`src/htt_pkg.sv`:
```
// Package for the health tracking table.
// Holds the transfer payload types, the token that travels along the cell chain,
// and the command, health and status codes. It depends on nothing.
package htt_pkg;

    localparam logic [1:0] CMD_PROBE  = 2'd0;
    localparam logic [1:0] CMD_QUERY  = 2'd1;
    localparam logic [1:0] CMD_DRAIN  = 2'd2;
    localparam logic [1:0] CMD_FORGET = 2'd3;

    localparam logic [1:0] HEALTH_UNKNOWN   = 2'd0;
    localparam logic [1:0] HEALTH_HEALTHY   = 2'd1;
    localparam logic [1:0] HEALTH_UNHEALTHY = 2'd2;

    localparam logic [1:0] STATUS_DONE        = 2'd0;
    localparam logic [1:0] STATUS_FULL        = 2'd1;
    localparam logic [1:0] STATUS_NOT_TRACKED = 2'd2;

    localparam logic [7:0] FAILURES_MAX      = 8'hFF;
    localparam logic [7:0] THRESHOLD_DEFAULT = 8'd3;

    typedef struct packed {
        logic [1:0]  cmd;
        logic [15:0] kind_id;
        logic [15:0] container_id;
        logic        probe_ok;
        logic        drain_value;
    } t_in_item;

    typedef struct packed {
        logic [1:0] status;
        logic       serviceable;
        logic [1:0] health;
        logic       is_drained;
        logic [7:0] failure_count;
        logic       drained_removed;
    } t_out_item;

    typedef struct packed {
        logic       vld;
        logic       make;
        t_in_item   item;
        logic       hit;
        logic [1:0] health;
        logic       drained;
        logic [7:0] failures;
        logic       removed;
    } t_tok;

endpackage

```
`src/htt_in_if.sv`:
```
// Input channel of the health tracking table: valid, ready and one command item.
// Depends on htt_pkg.
interface htt_in_if;
    import htt_pkg::*;

    logic     valid;
    logic     ready;
    t_in_item data;

    modport source (output valid, output data, input ready);
    modport sink (input valid, input data, output ready);
endinterface

```
`src/htt_out_if.sv`:
```
// Result channel of the health tracking table: valid, ready and one result item.
// Depends on htt_pkg.
interface htt_out_if;
    import htt_pkg::*;

    logic      valid;
    logic      ready;
    t_out_item data;

    modport source (output valid, output data, input ready);
    modport sink (input valid, input data, output ready);
endinterface

```
`src/htt_cfg_if.sv`:
```
// Configuration write channel of the health tracking table: valid, ready and
// the failure threshold. Depends on nothing.
interface htt_cfg_if;
    logic       valid;
    logic       ready;
    logic [7:0] data;

    modport source (output valid, output data, input ready);
    modport sink (input valid, input data, output ready);
endinterface

```
`src/htt_cell.sv`:
```
// One cell of the table chain: holds a single health record and passes the
// command token, updated, on to its neighbor in the next cycle. Depends on htt_pkg.
module htt_cell #(
    parameter int KEY_BITS = 16
) (
    input  logic          i_clk,
    input  logic          i_rst_n,
    input  logic [7:0]    i_threshold,
    input  htt_pkg::t_tok i_tok,
    output htt_pkg::t_tok o_tok
);
    import htt_pkg::*;

    logic                r_valid;
    logic [KEY_BITS-1:0] r_kind;
    logic [KEY_BITS-1:0] r_cont;
    logic [1:0]          r_health;
    logic                r_drained;
    logic [7:0]          r_failures;
    t_tok                r_tok;

    logic                n_valid;
    logic [1:0]          n_health;
    logic                n_drained;
    logic [7:0]          n_failures;
    t_tok                n_tok;

    logic [KEY_BITS-1:0] key_kind;
    logic [KEY_BITS-1:0] key_cont;
    logic                match_cont;
    logic                match_key;
    logic                is_forget;
    logic                claim;
    logic                clear;
    logic [1:0]          base_health;
    logic                base_drained;
    logic [7:0]          base_failures;
    logic [7:0]          inc_failures;

    always_comb begin
        key_kind   = KEY_BITS'(i_tok.item.kind_id);
        key_cont   = KEY_BITS'(i_tok.item.container_id);
        match_cont = r_valid && (r_cont == key_cont);
        match_key  = match_cont && (r_kind == key_kind);
        is_forget  = (i_tok.item.cmd == CMD_FORGET);
        claim      = i_tok.vld && !i_tok.hit && !is_forget
                     && (i_tok.make ? !r_valid : match_key);
        clear      = i_tok.vld && !i_tok.make && is_forget && match_cont;

        base_health   = i_tok.make ? HEALTH_UNKNOWN : r_health;
        base_drained  = i_tok.make ? 1'b0 : r_drained;
        base_failures = i_tok.make ? 8'd0 : r_failures;
        inc_failures  = (base_failures == FAILURES_MAX) ? base_failures
                                                        : base_failures + 8'd1;

        n_health   = base_health;
        n_drained  = base_drained;
        n_failures = base_failures;
        unique case (i_tok.item.cmd)
            CMD_PROBE: begin
                if (i_tok.item.probe_ok) begin
                    n_health   = HEALTH_HEALTHY;
                    n_failures = 8'd0;
                end else begin
                    n_failures = inc_failures;
                    if (inc_failures >= i_threshold) begin
                        n_health = HEALTH_UNHEALTHY;
                    end
                end
            end
            CMD_DRAIN: begin
                n_drained = i_tok.item.drain_value;
            end
            default: begin
            end
        endcase

        n_valid = r_valid;
        if (clear) begin
            n_valid = 1'b0;
        end else if (claim) begin
            n_valid = 1'b1;
        end

        n_tok = i_tok;
        if (claim) begin
            n_tok.hit      = 1'b1;
            n_tok.health   = n_health;
            n_tok.drained  = n_drained;
            n_tok.failures = n_failures;
        end
        if (clear && r_drained) begin
            n_tok.removed = 1'b1;
        end
    end

    always_ff @(posedge i_clk) begin
        if (!i_rst_n) begin
            r_valid   <= 1'b0;
            r_tok.vld <= 1'b0;
        end else begin
            r_valid <= n_valid;
            r_tok   <= n_tok;
        end
    end

    always_ff @(posedge i_clk) begin
        if (claim) begin
            r_kind     <= key_kind;
            r_cont     <= key_cont;
            r_health   <= n_health;
            r_drained  <= n_drained;
            r_failures <= n_failures;
        end
    end

    assign o_tok = r_tok;

endmodule

```
`src/health_tracking_table.sv`:
```
// Health tracking table: TABLE_ENTRIES records in a chain of cells, one record
// per cell. An accepted command travels down the chain as a token, one cell per
// cycle; its result is registered at the end of the chain, and the next command
// can be taken once that result has moved on to the output register. A probe
// result or set-drain whose key is missing makes a second trip to claim the
// first free cell before its result is registered. One command is in the chain
// at a time; a finished result waits in an output register while the next
// command is taken, and a result that is not taken holds the one behind it and
// stops the input. The failure threshold is written through the configuration
// channel, which is ready whenever reset is released, and resets to 3.
// Depends on htt_pkg, htt_in_if, htt_out_if, htt_cfg_if and htt_cell.
module health_tracking_table #(
    parameter int TABLE_ENTRIES = 16,
    parameter int KEY_BITS      = 16
) (
    input  logic        i_clk,
    input  logic        i_rst_n,
    htt_cfg_if.sink     i_cfg,
    htt_in_if.sink      i_in,
    htt_out_if.source   o_out
);
    import htt_pkg::*;

    localparam logic ST_IDLE = 1'b0;
    localparam logic ST_RUN  = 1'b1;

    logic      r_state;
    logic      n_state;
    logic [7:0] r_threshold;
    t_out_item r_res;
    logic      r_res_vld;
    t_out_item r_out;
    logic      r_out_vld;

    t_tok      w_tok [TABLE_ENTRIES+1];
    t_tok      tok_end;
    t_tok      inj;
    t_out_item res;
    logic      accept;
    logic      need_make;
    logic      finish;
    logic      move;

    genvar gi;
    generate
        for (gi = 0; gi < TABLE_ENTRIES; gi++) begin : g_cell
            htt_cell #(
                .KEY_BITS (KEY_BITS)
            ) u_cell (
                .i_clk       (i_clk),
                .i_rst_n     (i_rst_n),
                .i_threshold (r_threshold),
                .i_tok       (w_tok[gi]),
                .o_tok       (w_tok[gi+1])
            );
        end
    endgenerate

    assign w_tok[0]    = inj;
    assign tok_end     = w_tok[TABLE_ENTRIES];
    assign i_in.ready  = i_rst_n && (r_state == ST_IDLE) && !r_res_vld;
    assign accept      = i_in.valid && i_in.ready;
    assign i_cfg.ready = i_rst_n;

    always_comb begin
        need_make = tok_end.vld && !tok_end.make && !tok_end.hit
                    && ((tok_end.item.cmd == CMD_PROBE) || (tok_end.item.cmd == CMD_DRAIN));
        finish    = tok_end.vld && !need_make;

        inj = '0;
        if (accept) begin
            inj.vld  = 1'b1;
            inj.item = i_in.data;
        end else if (need_make) begin
            inj.vld  = 1'b1;
            inj.make = 1'b1;
            inj.item = tok_end.item;
        end

        n_state = r_state;
        unique case (r_state)
            ST_IDLE: begin
                if (accept) begin
                    n_state = ST_RUN;
                end
            end
            ST_RUN: begin
                if (finish) begin
                    n_state = ST_IDLE;
                end
            end
            default: begin
                n_state = ST_IDLE;
            end
        endcase

        res                 = '0;
        res.status          = STATUS_DONE;
        res.serviceable     = 1'b1;
        if (tok_end.item.cmd == CMD_FORGET) begin
            res.drained_removed = tok_end.removed;
        end else if (tok_end.hit) begin
            res.serviceable   = !tok_end.drained && (tok_end.health != HEALTH_UNHEALTHY);
            res.health        = tok_end.health;
            res.is_drained    = tok_end.drained;
            res.failure_count = tok_end.failures;
        end else if (tok_end.item.cmd == CMD_QUERY) begin
            res.status = STATUS_NOT_TRACKED;
        end else begin
            res.status = STATUS_FULL;
        end

        move = r_res_vld && (!r_out_vld || o_out.ready);
    end

    always_ff @(posedge i_clk) begin
        if (!i_rst_n) begin
            r_state     <= ST_IDLE;
            r_threshold <= THRESHOLD_DEFAULT;
            r_res_vld   <= 1'b0;
            r_out_vld   <= 1'b0;
        end else begin
            r_state <= n_state;
            if (i_cfg.valid) begin
                r_threshold <= i_cfg.data;
            end
            if (finish) begin
                r_res_vld <= 1'b1;
            end else if (move) begin
                r_res_vld <= 1'b0;
            end
            if (move) begin
                r_out_vld <= 1'b1;
            end else if (o_out.ready) begin
                r_out_vld <= 1'b0;
            end
        end
    end

    always_ff @(posedge i_clk) begin
        if (finish) begin
            r_res <= res;
        end
        if (move) begin
            r_out <= r_res;
        end
    end

    assign o_out.valid = r_out_vld;
    assign o_out.data  = r_out;

endmodule
```
`src/flat_wrapper.sv`:
```
// flat-port wrapper written by rule: the top's interface ports become plain ports
module health_tracking_table_flat import htt_pkg::*;
#(
    parameter int TABLE_ENTRIES = 16,
    parameter int KEY_BITS      = 16
)
  (i_clk, i_rst_n, i_cfg_valid, i_cfg_data, i_cfg_ready, i_in_valid, i_in_data, i_in_ready, o_out_valid, o_out_data, o_out_ready);
  htt_cfg_if i_cfg_i ();
  htt_in_if i_in_i ();
  htt_out_if o_out_i ();
  input  logic i_clk;
  input  logic i_rst_n;
  input wire logic [$bits(i_cfg_i.valid)-1:0] i_cfg_valid;
  input wire logic [$bits(i_cfg_i.data)-1:0] i_cfg_data;
  output wire logic [$bits(i_cfg_i.ready)-1:0] i_cfg_ready;
  input wire logic [$bits(i_in_i.valid)-1:0] i_in_valid;
  input wire logic [$bits(i_in_i.data)-1:0] i_in_data;
  output wire logic [$bits(i_in_i.ready)-1:0] i_in_ready;
  output wire logic [$bits(o_out_i.valid)-1:0] o_out_valid;
  output wire logic [$bits(o_out_i.data)-1:0] o_out_data;
  input wire logic [$bits(o_out_i.ready)-1:0] o_out_ready;
  assign i_cfg_i.valid = i_cfg_valid;
  assign i_cfg_i.data = i_cfg_data;
  assign i_cfg_ready = i_cfg_i.ready;
  assign i_in_i.valid = i_in_valid;
  assign i_in_i.data = i_in_data;
  assign i_in_ready = i_in_i.ready;
  assign o_out_valid = o_out_i.valid;
  assign o_out_data = o_out_i.data;
  assign o_out_i.ready = o_out_ready;
  health_tracking_table #(.TABLE_ENTRIES(TABLE_ENTRIES), .KEY_BITS(KEY_BITS)) u_core (.i_clk(i_clk), .i_rst_n(i_rst_n), .i_cfg(i_cfg_i), .i_in(i_in_i), .o_out(o_out_i));
endmodule
```
`config.mk`:
```
export PLATFORM = sky130hd
export DESIGN_NAME = health_tracking_table_flat
export DESIGN_NICKNAME = d
export VERILOG_FILES = /design/src/htt_pkg.sv /design/src/htt_in_if.sv /design/src/htt_out_if.sv /design/src/htt_cfg_if.sv /design/src/htt_cell.sv /design/src/health_tracking_table.sv /design/src/flat_wrapper.sv
export SDC_FILE = /design/constraint.sdc
export NUM_CORES = 2
export LEC_CHECK = 0
export ABC_AREA = 0
export BUFFER_PORTS_ARGS = -buffer_cell sky130_fd_sc_hd__buf_4
export CAP_MARGIN = 5
export CORE_MARGIN = 2
export CORE_UTILIZATION = 31
export CTS_CLUSTER_SIZE = 14
export DETAILED_ROUTE_END_ITERATION = 6
export PLACE_DENSITY = 0.43
export RECOVER_POWER = 25
export REMOVE_ABC_BUFFERS = 1
export SYNTH_ARGS = -nofsm -noshare
export SYNTH_HDL_FRONTEND = slang
export SYNTH_SLANG_ARGS = --single-unit
```
`constraint.sdc`:
```
create_clock -name i_clk -period 4.63 [get_ports i_clk]
set_input_delay 0.463 -clock i_clk [delete_from_list [all_inputs] [get_ports i_clk]]
set_output_delay 0.463 -clock i_clk [all_outputs]
set_load 0.01 [all_outputs]
```
### After elaboration in Yosys (flattened, before gate mapping)

Cells that the tools add are included.

| operators by class | value |
|---|---|
| equality and inequality tests | 84 |
| order comparisons | 16 |
| multiplexer cells | 205 |
| bitwise gates (word level) | 3 |
| reductions and logical operators | 260 |
| add/sub/neg operators | 16 |

Operators by type and width:

| kind | count |
|---|---|
| $eq 16x16->1 | 32 |
| $mux 8 | 64 |
| $mux 11 | 15 |
| $logic_and 1x1->1 | 152 |
| $mux 2 | 65 |
| $add 8x1->8 const B | 16 |
| $eq 8x8->1 const B | 16 |
| $ge 8x8->1 | 16 |
| $logic_not 1->1 | 69 |
| $eq 2x2->1 const B | 34 |
| $mux 1 | 57 |
| $mux 38 | 1 |
| $mux 36 | 1 |
| $reduce_or 2->1 | 18 |
| $logic_not 2->1 | 17 |
| $mux 12 | 1 |
| $reduce_bool 2->1 | 2 |
| $not 1->1 | 3 |
| $eq 2x1->1 const B | 1 |
| $logic_or 1x1->1 | 2 |
| $ne 2x2->1 const B | 1 |
| $pmux 1 s2 | 1 |

| word-level totals | value |
|---|---|
| register bits | 1561 |
| bits of input ports | 49 |
| output and inout port bits | 18 |

### Logic depth before layout (Yosys ltp)

| logic depth | value |
|---|---|
| depth in word-level cells | 14 |
| mapped depth | 23 |
| gate-level depth less buffers | 19 |

### Cells and area by module

A second synthesis with hierarchy kept.

| unflattened totals | value |
|---|---|
| cell total of the unflattened synthesis | 4424 |
| area total of the unflattened synthesis | 67430.9 um2 |

Modules (own cells, without submodules):

| module | cells each | seq. area each (um2) | area an instance (um2) | instances |
|---|---|---|---|---|
| htt_cell | 268 | 2832.7 | 4098.9 | 16 |
| health_tracking_table | 136 | 1121.1 | 1848.0 | 1 |

### Worst setup path before layout

No wires, ideal clock.

| path | value |
|---|---|
| path type | input to register |
| start | input i_rst_n |
| end | register u_core.g_cell[0].u_cell.r_tok, in the netlist u_core.g_cell[0].u_cell.o_tok[10], data pin |
| buffers on the path | 4 |
| arrival time | 3936 ps |
| cell stages on the path | 23 |
| path slack | 427 ps |
| data required time | 4364 ps |
| cells stage by stage | buf_2 -> nand4bb_1 -> clkbuf_1 -> nand2_2 -> clkbuf_1 -> nand2_1 -> inv_1 -> ha_1 -> and3_1 -> and3_1 -> nand4_1 -> clkbuf_1 -> and4_1 -> xnor2_1 -> nor2_1 -> ha_1 -> o21ai_0 -> nand2b_1 -> a21oi_1 -> a211oi_1 -> o31ai_1 -> a31o_2 -> nor2b_1 |

| on the way | value |
|---|---|
| word-level cells in the longest chain between the ends | 11 |

Ends and longest elaborated chain:

| what | line | RTL |
|---|---|---|
| from (decl) | flat_wrapper.sv:12 | `input logic i_rst_n;` |
| $logic_and 1x1->1 (*) (2 in series) | health_tracking_table.sv:61 | `assign i_in.ready = i_rst_n && (r_state == ST_IDLE) && !r_res_vld;` |
| $logic_and 1x1->1 (*) | health_tracking_table.sv:62 | `assign accept = i_in.valid && i_in.ready;` |
| $mux 1 | health_tracking_table.sv:71 | `if (accept) begin` |
| $mux 8 | htt_cell.sv:52 | `base_failures = i_tok.make ? 8'd0 : r_failures;` |
| $add 8x1->8 or $eq 8x8->1 (tied branches) | htt_cell.sv:54, htt_cell.sv:53 |  |
| $mux 8 | htt_cell.sv:53 | `inc_failures = (base_failures == FAILURES_MAX) ? base_failures` |
| $ge 8x8->1 | htt_cell.sv:66 | `if (inc_failures >= i_threshold) begin` |
| $mux 2 | htt_cell.sv:66 |  |
| $mux 2 | htt_cell.sv:61 | `if (i_tok.item.probe_ok) begin` |
| $mux 2 (*) | htt_cell.sv:59 | `unique case (i_tok.item.cmd)` |
| via u_core.g_cell[0].u_cell.n_health[0] | htt_cell.sv:23 | `logic [1:0] n_health;` |
| to (signal assigned) | htt_cell.sv:103 | `r_tok <= n_tok;` |
| to (decl) | htt_cell.sv:20 | `t_tok r_tok;` |

The timed path passes the listed nets; every way through them passes the cells marked *.
A chain may end at the register's enable or synchronous reset.

### Worst setup path in the final report

| path | value |
|---|---|
| start | register u_core.g_cell[15].u_cell.r_tok, in the netlist u_core.g_cell[15].u_cell.o_tok[47] |
| end | register u_core.g_cell[0].u_cell.r_tok, in the netlist u_core.g_cell[0].u_cell.o_tok[11], data pin |

| on the way | value |
|---|---|
| word-level cells in the longest chain between the ends | 12 |

Ends and longest elaborated chain:

| what | line | RTL |
|---|---|---|
| from (decl) | htt_cell.sv:20 |  |
| from (signal assigned) | htt_cell.sv:103 |  |
| $eq 2x2->1 or $logic_not 2->1 (tied branches) | health_tracking_table.sv:67 | `&& ((tok_end.item.cmd == CMD_PROBE) \|\| (tok_end.item.cmd == CMD_DRAIN));` |
| $logic_or 1x1->1 | health_tracking_table.sv:67 |  |
| $logic_and 1x1->1 | health_tracking_table.sv:67 |  |
| $mux 38 (*) | health_tracking_table.sv:74 | `end else if (need_make) begin` |
| $mux 1 | health_tracking_table.sv:71 |  |
| $mux 8 | htt_cell.sv:52 |  |
| $add 8x1->8 or $eq 8x8->1 (tied branches) | htt_cell.sv:54, htt_cell.sv:53 |  |
| $mux 8 | htt_cell.sv:53 |  |
| $ge 8x8->1 | htt_cell.sv:66 |  |
| $mux 2 | htt_cell.sv:66 |  |
| $mux 2 | htt_cell.sv:61 |  |
| $mux 2 (*) | htt_cell.sv:59 |  |
| via u_core.g_cell[0].u_cell.n_health[1] | htt_cell.sv:23 |  |

Marks and branches as above.

==> results.py <==
metrics = {
    "global_routing": {
        "grt_pass1_vias": 34800,
        "grt_usage": 0.144,
        "grt_max_degree": 174,
        "antenna_found_initial": 11,
        "grt_overflow": 0,
        "grt_pass1_wl_um": 233000,
    },
    "timing": {
        "rsz0062_at_grt": "no",
        "fin_skew_ns": 0.0278,
        "relSlewSlack": -0.597,
        "hold_viol": 0,
        "fmax_mhz": 236,
        "setup_violations": 0,
        "fin_crit_ns": 4.24,
        "post-route-period-util": 0.916,
        "worstMarginPinSlew_ns": 2.40,
        "slew_viol_final": 41,
        "setup-tns-final_ns": 0,
    },
    "clocking": {
        "cts_hold_buf": 12,
        "h-tree-depth": 4,
        "cts_buffers": 176,
        "cts_tree": "built",
        "clk_pin_slew_ns": 0.06,
        "insertion_delay_ns": 0.81,
        "post_cts_resized": 0,
        "clock_sinks": 1561,
        "cts_root_buf": "clkbuf_16",
        "cts_setup_buffers": 0,
        "cts_buffer_depth": 3,
    },
    "critical_path": {
        "arrival_ns": 4.78,
        "cp.required_ns": 5.16,
        "worst_setup_path_start_kind": "flop",
        "worst-setup-path-type": "reg -> reg",
        "cp-end-kind": "flop",
        "cp_max_fo": 7,
        "rr_worst_depth": 19,
    },
    "synth": {
        "synth_warnings": 0,
        "synth_fa_ha_area_frac": 0.0276,
        "synth_top_family_by_area": "XOR/XNOR gates",
        "synth_seq_area_share": 0.712,
        "syn_area_sq_um": 65300,
        "synth-compound-area-share": 0.0638,
        "synthMuxAreaShare": 0.0353,
        "synth_cells": 4073,
        "ys_types": 79,
        "yosysTopAreaCellShare": 0.698,
        "ys_ff_latch": 1561,
        "synth_edf_count": 1518,
        "synth_common_cells": "edfxtp_1 (1,518), xnor2_1 (462), mux2_2 (174)",
        "yosys-top-cells-area": "edfxtp_1 (70%), xnor2_1 (6.2%), mux2_2 (3.0%), ha_1 (2.8%), nand4_1 (1.5%)",
        "synth-xor-area-share": 0.0752,
        "async_reset_ff_frac": 0,
        "syn_avg_cell_area_sq_um": 16.0,
        "synthSimpleGateAreaFrac": 0.0739,
        "synthFlopType": "edfxtp_1",
        "synth_top_cell_by_area": "edfxtp_1",
        "yosys.cell_count.top_type": "edfxtp_1",
    },
    "placed_design": {
        "gp_congestion": 0.807,
        "dp_hpwl_um": 109000,
        "postPlaceCellArea_sq_um": 69400,
        "port_buffers": 66,
    },
    "run_status": {
        "violations": "capacitance limit, slew limit",
        "status": "finished, violations left",
    },
    "flow_run": {
        "maxCapViolations": 1,
    },
    "pwr": {
        "leakage_nw": 25.1,
        "ir_drop_v": 0.000386,
        "power_density_nw_per_um2": 419,
    },
    "floorplanning": {
        "core_sq_um": 209000,
        "dieHeight_um": 463,
        "initial_core_util": 0.312,
        "row_count": 168,
        "io_pins": 67,
        "die_area_sq_um": 214000,
        "die_w_um": 463,
    },
    "finish": {
        "drive_gt1_frac": 0.144,
        "fill_cells": 19900,
        "fin_nets": 4509,
        "synthToLayoutAreaGrowth_pct": 15.3,
        "design_area_sq_um": 75300,
    },
    "route": {
        "firstDrtPassIters": 5,
        "drc_errors": 0,
        "wirelength_um": 157000,
        "num_vias": 34500,
        "via_per_inst": 4.75,
        "routedWlPerCell_um": 21.5,
        "ant_nets": 0,
        "drt_iter0_markers": 2725,
    },
    "hold_path": {
        "min_path_type": "in -> reg",
        "holdPathStages": 2,
    },
}
-- state kept, by name (all words and copies together) (netlist names) --
name	flops
u_core.o_out.data	15
u_core.r_res	15
u_core.g_cell.u_cell.r_failures	128
u_core.g_cell.u_cell.r_kind	256
u_core.g_cell.u_cell.r_drained	16
u_core.g_cell.u_cell.o_tok	816
u_core.g_cell.u_cell.r_valid	16
u_core.r_threshold	8
u_core.r_state	1
u_core.o_out.valid	1
u_core.g_cell.u_cell.r_cont	256
u_core.g_cell.u_cell.r_health	32
u_core.r_res_vld	1
-- layer usage --
| layer | vias up | part of all wire | wire length [um] | track usage |
|---|---|---|---|---|
| li1 | 16200 | - | - | - |
| met1 | 17500 | 0.47 | 73600 | 0.201 |
| met5 | - | 0 | 0 | 0 |
| met4 | 0 | 0.022 | 3420 | 0.0387 |
| met2 | 600 | 0.47 | 73900 | 0.234 |
| met3 | 219 | 0.035 | 5540 | 0.0223 |
-- report_power, final --
group	switching, mW	internal [mW]	total, mW	leakage [nW]
registers	0.482	16.0	16.5	14.7
logic	0.694	0.496	1.19	7.54
clock network	5.82	8.04	13.9	2.79
total	7.00	24.5	31.5	25.1
-- through the flow --
step / std cells / utilization / setup slack [ns] / hold slack (ns) / total power, mW
after floorplan: 3987 / - / 0.414 / 0.400 / 17.2
after global placement: 6930 / 0.332 / 0.442 / 0.401 / 18.0
after detailed placement: 6930 / 0.332 / 0.438 / 0.405 / 18.0
after CTS: 7266 / 0.359 / 0.408 / 0.00796 / 32.1
after global routing: 7268 / 0.359 / 0.0298 / 0.0429 / 32.7
final: 7269 / 0.359 / 0.388 / 0.0597 / 31.5
-- worst max-delay path, stage by stage, from the launching register on --
cell      delay (ns)
edfxtp_1        0.48
nor4b_4         0.49
nand2_2         0.16
nand2_1         0.16
inv_1           0.07
ha_1            0.21
and3_1          0.18
and3_1          0.21
nand4_1         0.22
and4_1          0.29
xnor2_1         0.13
nor2_1          0.06
ha_1            0.28
o21ai_0         0.07
nand2b_1        0.07
a21oi_1         0.14
a211oi_1        0.07
o31ai_1         0.38
a21oi_1         0.14
nor2b_1         0.15
-- layout by cell type (no fill, tap or decap), types with 31 or more instances in the layout --
cell	instances
o211a_1	33
a32o_1	36
edfxtp_1	1518
clkinv_1	41
dfxtp_1	42
and2_1	31
nor4_1	41
ha_1	144
o21ai_0	108
nor2_1	162
nand4_1	153
xnor2_1	462
a211oi_1	37
nand3_1	85
nand2b_1	35
xor2_1	98
inv_1	87
clkbuf_16	177
nand2_1	157
a21oi_1	53
clkbuf_1	42
buf_4	132
mux2_2	174
a21o_1	32
nor2b_1	89
a22o_1	47
-- kinds of logic (layout without fill, tap and decap cells) --
logic type	count (synthesis)	in the layout
and+or+nand+nor	890	890
xor gates and xnor gates	560	560
DFF	1561	1561
AOI/OAI and AO/OA	528	528
adders and majority gates	144	144
buffers and inverters	182	571
other	0	2
muxes	208	208
-- worst paths after layout --
check / from / slack (ns) / end
setup / recovery: u_core.g_cell[15].u_cell.o_tok[47]$_DFFE_PP_ / 0.39 / u_core.g_cell[0].u_cell.o_tok[11]$_SDFFCE_PN0P_
hold / removal: i_in_data[11] / 0.06 / u_core.g_cell[0].u_cell.o_tok[24]$_DFFE_PP_
setup reg to reg: u_core.g_cell[15].u_cell.o_tok[47]$_DFFE_PP_ / 0.39 / u_core.g_cell[0].u_cell.o_tok[11]$_SDFFCE_PN0P_
hold reg to reg: u_core.r_res[11]$_SDFFCE_PP0P_ / 0.42 / u_core.o_out.data[11]$_DFFE_PP_
-- area by class of cell --
| cell class | count | area (sq um) | area share |
|---|---|---|---|
| flip-flops and latches | 1561 | 46400 | 0.617 |
| inverters | 96 | 360 | 0.00479 |
| well taps | 2805 | 3510 | 0.0466 |
| multi-input cells | 2330 | 18000 | 0.239 |
| clock inverters | 102 | 1090 | 0.0145 |
| diodes | 2 | 5.00 | 0.0000665 |
| repair buffers | 151 | 1210 | 0.0161 |
| clock buffers | 222 | 4640 | 0.0616 |
Power figures use the tool's default switching activity.
